===== src/lsil_pkg.sv =====
package lsil_pkg;

    localparam int MAX_LINES  = 1024;
    localparam int POS_BITS   = 20;
    localparam int IDX_W      = $clog2(MAX_LINES);
    localparam int CNT_W      = $clog2(MAX_LINES + 1);
    localparam int OFFSET_W   = 24;
    localparam int LINE_NUM_W = 25;
    localparam int COLUMN_W   = 20;
    localparam int STATUS_W   = 2;
    localparam int ACTION_W   = 2;
    localparam int CHAR_W     = 21;
    localparam int QPOS_W     = 20;

    localparam int FQ_DEPTH   = 4;
    localparam int FQ_AW      = $clog2(FQ_DEPTH);
    localparam int FQ_CW      = $clog2(FQ_DEPTH + 1);

    localparam logic [ACTION_W-1:0] ACT_PUSH  = 2'd0;
    localparam logic [ACTION_W-1:0] ACT_QUERY = 2'd1;
    localparam logic [ACTION_W-1:0] ACT_CLEAR = 2'd2;

    localparam logic [CHAR_W-1:0] CHAR_CR = 21'd13;
    localparam logic [CHAR_W-1:0] CHAR_LF = 21'd10;

    localparam logic [STATUS_W-1:0] STATUS_OK       = 2'd0;
    localparam logic [STATUS_W-1:0] STATUS_EMPTY    = 2'd1;
    localparam logic [STATUS_W-1:0] STATUS_OVERFLOW = 2'd2;

    typedef enum logic [1:0] {
        OP_PUSH,
        OP_QUERY,
        OP_CLEAR
    } t_op;

    typedef struct packed {
        t_op                 op;
        logic                is_cr;
        logic                is_lf;
        logic [QPOS_W-1:0]   qpos;
    } t_item;

    typedef struct packed {
        logic  valid;
        t_item item;
    } t_front_out;

    typedef enum logic [1:0] {
        BS_IDLE,
        BS_STEP,
        BS_CMP
    } t_bstate;

endpackage


===== src/lsil_front.sv =====
module lsil_front (
    input  logic                               i_clk,
    input  logic                               i_rst_n,
    input  logic                               i_push,
    input  logic [lsil_pkg::ACTION_W-1:0]      i_action,
    input  logic [lsil_pkg::CHAR_W-1:0]        i_text_char,
    input  logic [lsil_pkg::QPOS_W-1:0]        i_query_pos,
    output logic                               o_full,
    output lsil_pkg::t_front_out               o_front,
    input  logic                               i_take
);

    lsil_pkg::t_item                   r_queue [lsil_pkg::FQ_DEPTH];
    logic [lsil_pkg::FQ_AW-1:0]        r_head;
    logic [lsil_pkg::FQ_AW-1:0]        r_tail;
    logic [lsil_pkg::FQ_CW-1:0]        r_count;
    lsil_pkg::t_item                   w_item;
    logic                              w_keep;
    logic                              w_enq;
    logic                              w_deq;

    // Classify: turn the character into terminator flags, drop unused actions.
    always_comb begin
        w_item.is_cr = (i_text_char == lsil_pkg::CHAR_CR);
        w_item.is_lf = (i_text_char == lsil_pkg::CHAR_LF);
        w_item.qpos  = i_query_pos;
        w_item.op    = lsil_pkg::OP_PUSH;
        w_keep       = 1'b1;
        unique case (i_action)
            lsil_pkg::ACT_PUSH:  w_item.op = lsil_pkg::OP_PUSH;
            lsil_pkg::ACT_QUERY: w_item.op = lsil_pkg::OP_QUERY;
            lsil_pkg::ACT_CLEAR: w_item.op = lsil_pkg::OP_CLEAR;
            default:             w_keep    = 1'b0;
        endcase
    end

    assign o_full        = (r_count == lsil_pkg::FQ_CW'(lsil_pkg::FQ_DEPTH));
    assign w_enq         = i_push && !o_full && w_keep;
    assign w_deq         = i_take && (r_count != '0);
    assign o_front.valid = (r_count != '0);
    assign o_front.item  = r_queue[r_head];

    always_ff @(posedge i_clk) begin
        if (!i_rst_n) begin
            r_head  <= '0;
            r_tail  <= '0;
            r_count <= '0;
        end else begin
            if (w_enq) begin
                r_tail <= r_tail + 1'b1;
            end
            if (w_deq) begin
                r_head <= r_head + 1'b1;
            end
            if (w_enq && !w_deq) begin
                r_count <= r_count + 1'b1;
            end else if (!w_enq && w_deq) begin
                r_count <= r_count - 1'b1;
            end
        end
    end

    always_ff @(posedge i_clk) begin
        if (w_enq) begin
            r_queue[r_tail] <= w_item;
        end
    end

endmodule


===== config.mk =====
export PLATFORM = sky130hd
export DESIGN_NAME = lsil_front
export DESIGN_NICKNAME = d
export VERILOG_FILES = /design/src/lsil_pkg.sv /design/src/lsil_front.sv
export SDC_FILE = /design/constraint.sdc
export NUM_CORES = 1
export LEC_CHECK = 0
export BUFFER_PORTS_ARGS = -buffer_cell sky130_fd_sc_hd__buf_2
export CAP_MARGIN = 20
export CORE_UTILIZATION = 50
export DETAILED_ROUTE_END_ITERATION = 7
export GPL_TIMING_DRIVEN = 0
export PLACE_DENSITY_LB_ADDON = 0.3
export SYNTH_ARGS = -nofsm -noshare
export SYNTH_HDL_FRONTEND = slang
export SYNTH_SLANG_ARGS = --single-unit

===== constraint.sdc =====
create_clock -name i_clk -period 2.35 [get_ports i_clk]
set_clock_uncertainty 0.15 [all_clocks]
set_input_delay 0.47 -clock i_clk [delete_from_list [all_inputs] [get_ports i_clk]]
set_output_delay 0.47 -clock i_clk [all_outputs]
set_load 0.02 [all_outputs]

# Yosys cells after proc, flatten, opt, wreduce, memory -nomap -nowiden
# Memory sizes are Yosys's and may differ from the RTL's. A register that Yosys moved wholly into a read port is not among the register bits.
# Cells that the tools add are included.
[classes]
n_mux = 8
add_sub_neg = 4
eq_ne = 5
reduce_logical = 12
[ops]
columns = ["cell", "n"]
rows = [
  ["$eq 21x4->1 const B", 2],
  ["$mux 3", 2],
  ["$logic_and 1x1->1", 5],
  ["$add 2x1->2 const B", 2],
  ["$mux 2", 2],
  ["$pmux 2 s2", 1],
  ["$add 3x1->3 const B", 1],
  ["$eq 3x3->1 const B", 1],
  ["$logic_not 1->1", 3],
  ["$mux 1", 3],
  ["$reduce_bool 3->1", 1],
  ["$reduce_or 3->1", 1],
  ["$sub 3x1->3 const B", 1],
  ["$eq 2x1->1 const B", 1],
  ["$eq 2x2->1 const B", 1],
  ["$logic_not 2->1", 1],
  ["$reduce_bool 2->1", 1],
]
[word_totals]
wordCells = 33
output_inout_bits = 26
inputBits = 47
mem_bits_rw = 96
register_bits = 7
n_memories = 1
[memory_table]
columns = ["name", "words", "word_bits", "read_ports", "rd_ports_with_merged_regs", "wr", "line", "rtl"]
rows = [
  ["r_queue", 4, 24, 1, 1, 1, "lsil_front.sv:13", "lsil_pkg::t_item r_queue [lsil_pkg::FQ_DEPTH];"],
]

# Longest topological paths before layout
[logic_depth]
word_depth = 8
mapped_depth = 8
depth_no_buf = 8

# Worst setup path before layout
# Ideal clock, no wire load.
[synth_timing]
path_kind = "reg-to-reg"
from = "register r_count[0] in the netlist's numbering"
to = "register r_count[2] in the netlist's numbering"
n_path_buf = 0
path_stages_with_launch = 9
setup_time_ps = 70
arrival_ps = 2083
path_slack_ps = 47
required_time_ps = 2130
period_less_slack_ps = 2303
path_cell_list = "dfxtp_1 -> nor3b_2 -> a211oi_4 -> ha_1 -> inv_1 -> fa_1 -> xor2_1 -> or3_1 -> a21boi_1"
[synth_between]
elab_chain_cells = 7
elab_cells_between_ends = 15
classes_between = "add/sub: 2; eq/ne: 1; mux: 2; reduce/logical: 10"
[synth_rtl]
columns = ["element", "line", "rtl"]
rows = [
  ["start: declaration", "lsil_front.sv:16", "logic [lsil_pkg::FQ_CW-1:0] r_count;"],
  ["start signal: assignment", "lsil_front.sv:56", "r_count <= r_count + 1'b1;"],
  ["start signal: assignment", "lsil_front.sv:58", "r_count <= r_count - 1'b1;"],
  ["$eq 3x3->1 *", "lsil_front.sv:37", "assign o_full = (r_count == lsil_pkg::FQ_CW'(lsil_pkg::FQ_DEPTH));"],
  ["net o_full", "lsil_front.sv:8", "output logic o_full,"],
  ["$logic_not 1->1 *", "lsil_front.sv:38", "assign w_enq = i_push && !o_full && w_keep;"],
  ["$logic_and 1x1->1 * (2 in series)", "lsil_front.sv:38", ""],
  ["net w_enq", "lsil_front.sv:19", "logic w_enq;"],
  ["$logic_not 1->1", "lsil_front.sv:57", "end else if (!w_enq && w_deq) begin"],
  ["$logic_and 1x1->1", "lsil_front.sv:57", ""],
  ["$reduce_bool 2->1 (no line)", "-", ""],
]
# The timed path passes the listed nets; every way through them passes the cells marked *. The select of a mux whose other input is x is not followed.
# A chain may end at the register's enable or synchronous reset.

==> impl_summary.txt <==
----------------------------------------------------
[Timing]
  Period utilisation layout ... 97.36%
  Shortest period the worst path allows ... 2288 ps
  Maximum operating frequency ... roughly 0.44 GHz
  Actual transition at the worst max-transition pin ... 643.0 ps
  Number of failing setup endpoints in the final timing report ... 0
  Slew Limit Fails ... 0
  Worst rel slew slack ... between 50 and 60%
  Final number of hold-violating endpoints ... 0

[Power]
  Total Power ... 5.138 mW
  Leakage component of the power ... 1.751 nW
  Worst ir drop on vdd ... approximately 670 uV
  Power density normalized to cell area ... approximately 1000 nW/um2

[Floorplanning]
  Standard-cell row count ... 32
  Chip width ... 92.13 um
  Initial standard-cell utilization of the core ... between 50% and 60%
  I/O pin count ... 73
  Height of the die ... a little over 90 um
  Floorplan die area ... between 8000 and 9000 um2
  Core Footprint ... ~8000 um2

[Synthesis]
  Synth Register Bits ... 105
  Number of warnings issued by yosys ... 0
  Post-synthesis area per instance ... between 20 and 25 um2
  Distinct cells, synth ... 29
  Post-synthesis net count ... approximately 240
  Most used DFF post-synth ... sky130_fd_sc_hd__edfxtp_1
  Fraction of the yosys area taken by sequential cells ... roughly 75%
  Mapped cell area ... 4061 um2
  Number of enable flip-flop cells after synthesis ... between 90 and 100
  Synth async-reset ratio ... 0%
  Synth Instances ... around 190

[Drt]
  Detailed-route DRC error count ... 0
  Via density ... about 5.2
  Number of optimization iterations in the first detailed-route pass ... 4
  Final WL ... 6565 um
  Drt initial violations ... just over 100
  Count of vias placed by the detailed router ... around 2000
  WL per Instance ... between 15 and 20 um
  Post-route antenna net violation count ... 0

[Clocking]
  CTS HTree Levels ... 3
  Clock tree sinks ... roughly 110
  Reg clk slew, reported paths ... around 100 ps
  Number of buffers added to fix hold violations after cts ... 0
  Max Root-Sink Buffers ... 2
  Clock buffer count from CTS ... 9
  Clock tree from TritonCTS ... done
  Root buf cell ... sky130_fd_sc_hd__clkbuf_8
  Latest clock arrival within the worst-skew pair ... between 300 and 400 ps

[Setup path]
  Count of cells along the worst register-to-register path ... 8
  Crit path max-delay family ... multiplexers
  Launching element type of the critical path ... flop
  Largest incremental delay on the critical path ... between 500 and 600 ps
  R2R Setup Slk ... between 150 and 200 ps
  Critical path type ... reg -> out
  Critical-path cell with the highest stage delay ... sky130_fd_sc_hd__mux4_2
  Buffering stage count on the worst path with inverters included ... 3
  Ordered cell list for the critical path ... buf_6 > buf_12 > mux4_2 > buf_2
  Critical Path RT ... 1730 ps
  Arrival time worst endpoint ... roughly 1700 ps
  Maximum fanout encountered on the critical timing path ... 10
  Launching point of the worst reg2reg path ... r_count[2]
  Endpoint class of the critical path ... output pin
  End of the worst register-to-register path ... r_count[2]

[Hold path]
  Hold Path Origin ... i_query_pos[17]
  Endpoint of the worst hold-timing path ... r_queue[3][17]
  WHS Path Cells ... 1
  Worst min path class ... in -> reg

[Final layout]
  Layout Cell Area excl Fill ... between 4000 and 5000 um2
  Final Core Density ... around 64%
  Area delta synth->final ... 22.09%
  Final layout net count ... 332
  Share of final-layout standard cells stronger than drive strength 1 ... a little under half
  Number of antenna diodes ... 0

[Placed design]
  Global placement routability congestion ... 0.6883
  Number of port buffers ... slightly above 70
  Cell area reported after detailed placement ... around 4600 um2
  Post-detail-place hpwl ... approximately 4500 um

[Global routing]
  Maximum number of pins on one net before global-route repair ... 19
  Number of global-route vias before repair ... between 2000 and 2500
  Initial antenna violation count ... 0
  Grt total ovfl ... 0
  Total routing resource utilization after global routing ... approximately 17%
  First-pass GRT wire length ... approximately 11000 um

[Run status]
  Run status ... completed

[Run]
  Max cap viols ... 0

----------------------------------------------------
final cells by class:
type                       instances  area, um2
fill                             554       2849
timing repair buffer              80      493.0
inverter                           4      15.01
clock buffer                       9      123.9
clock inverter                     7      140.1
buffer                             7      75.07
multi-input combinational         72      915.9
sequential                       105       3068
tap                              102      127.6
through the flow:
stage	setup slack [ps]	setup TNS [ps]	hold slack (ps)	cells
2_1_floorplan	46.55	0	317.7	188
3_3_place_gp	-263.3	-24320	333.7	361
3_5_place_dp	-162.3	-162.3	355.2	365
4_1_cts	-12.66	-23.46	152.7	382
5_1_grt	-0.07505	-0.07505	151.4	386
6_report	62.09	0	170.2	386
sequential cells by signal, indices dropped and copies added, names as in the netlist, named ones only:
register / cells
r_queue: 96
r_head: 2
r_tail: 2
r_count: 3
how the worst max path moves through the flow:
stage / start / endpoint / slack, ps / depth (start not counted)
after detailed placement: i_action[0] / r_count[2] / -160 / 8
after floorplan: r_count[0] / r_count[2] / 50 / 8
after CTS: flop / o_front[16] / -10 / 4
final: flop / o_front[16] / 60 / 4
after global routing: flop / o_front[15] / -0.08 / 4
after global placement: i_action[0] / r_queue[2][6] / -260 / 3
synthesized netlist by cell type, drive strengths merged, types with 2 or more instances:
master,instances,share of area [%]
inv,4,0.37
ha,5,1.5
buf,5,1.5
clkbuf,2,0.22
mux2i,3,0.74
edfxtp,96,71
nor4,4,0.62
and2,8,1.2
nor2b,3,0.46
or3,2,0.31
xnor2,3,0.65
mux4,24,13
nor2,2,0.18
nand2,7,0.65
dfxtp,9,4.4
metal layers:
metal | global-route usage [%] | share of wire, % | vias up
met4 | 5.469 | 1.4 | 0
met5 | 0 | 0 | -
met3 | 5.224 | 4.1 | 9
met1 | 20.84 | 42 | 1026
met2 | 29.85 | 53 | 41
li1 | - | - | 944
cells in the final DEF, fill, tap and decap left out, types with 4 or more instances in the layout:
master	n
sky130_fd_sc_hd__mux4_2	24
sky130_fd_sc_hd__buf_4	7
sky130_fd_sc_hd__bufinv_16	4
sky130_fd_sc_hd__clkbuf_8	9
sky130_fd_sc_hd__and2_1	8
sky130_fd_sc_hd__nand2_1	7
sky130_fd_sc_hd__dfxtp_2	4
sky130_fd_sc_hd__inv_1	4
sky130_fd_sc_hd__ha_1	4
sky130_fd_sc_hd__buf_2	70
sky130_fd_sc_hd__edfxtp_1	96
sky130_fd_sc_hd__dfxtp_1	5
sky130_fd_sc_hd__nor4_1	4
logic make-up (layout without fill, tap and decap cells):
kind of cell    count (synthesis)  count (layout)  share of synthesized area (%)
compound gates                  5               5                          1.325
mux                            27              27                          14.05
flops                         105             105                          75.42
xor+xnor                        4               4                         0.8628
fa+ha+maj                       6               6                          2.033
simple gates                   30              30                          4.220
buf+inv                        11             107                          2.095
where the power goes:
group / total (mW) / internal (mW) / switching [mW]
Combinational: 1.44 / 0.713 / 0.732
Sequential: 2.30 / 2.22 / 0.0837
Clock: 1.39 / 0.814 / 0.574
what timing repair did:
| action | CTS | global route |
|---|---|---|
| resized for setup | 3 | 5 |
| buffers inserted | 1 | 4 |
| endpoints found under the setup margin | 5 | 21 |
| pin swaps | 1 | 1 |
| endpoints found under the hold margin | 0 | 0 |
Note: power is estimated with default switching activity, not from simulation.
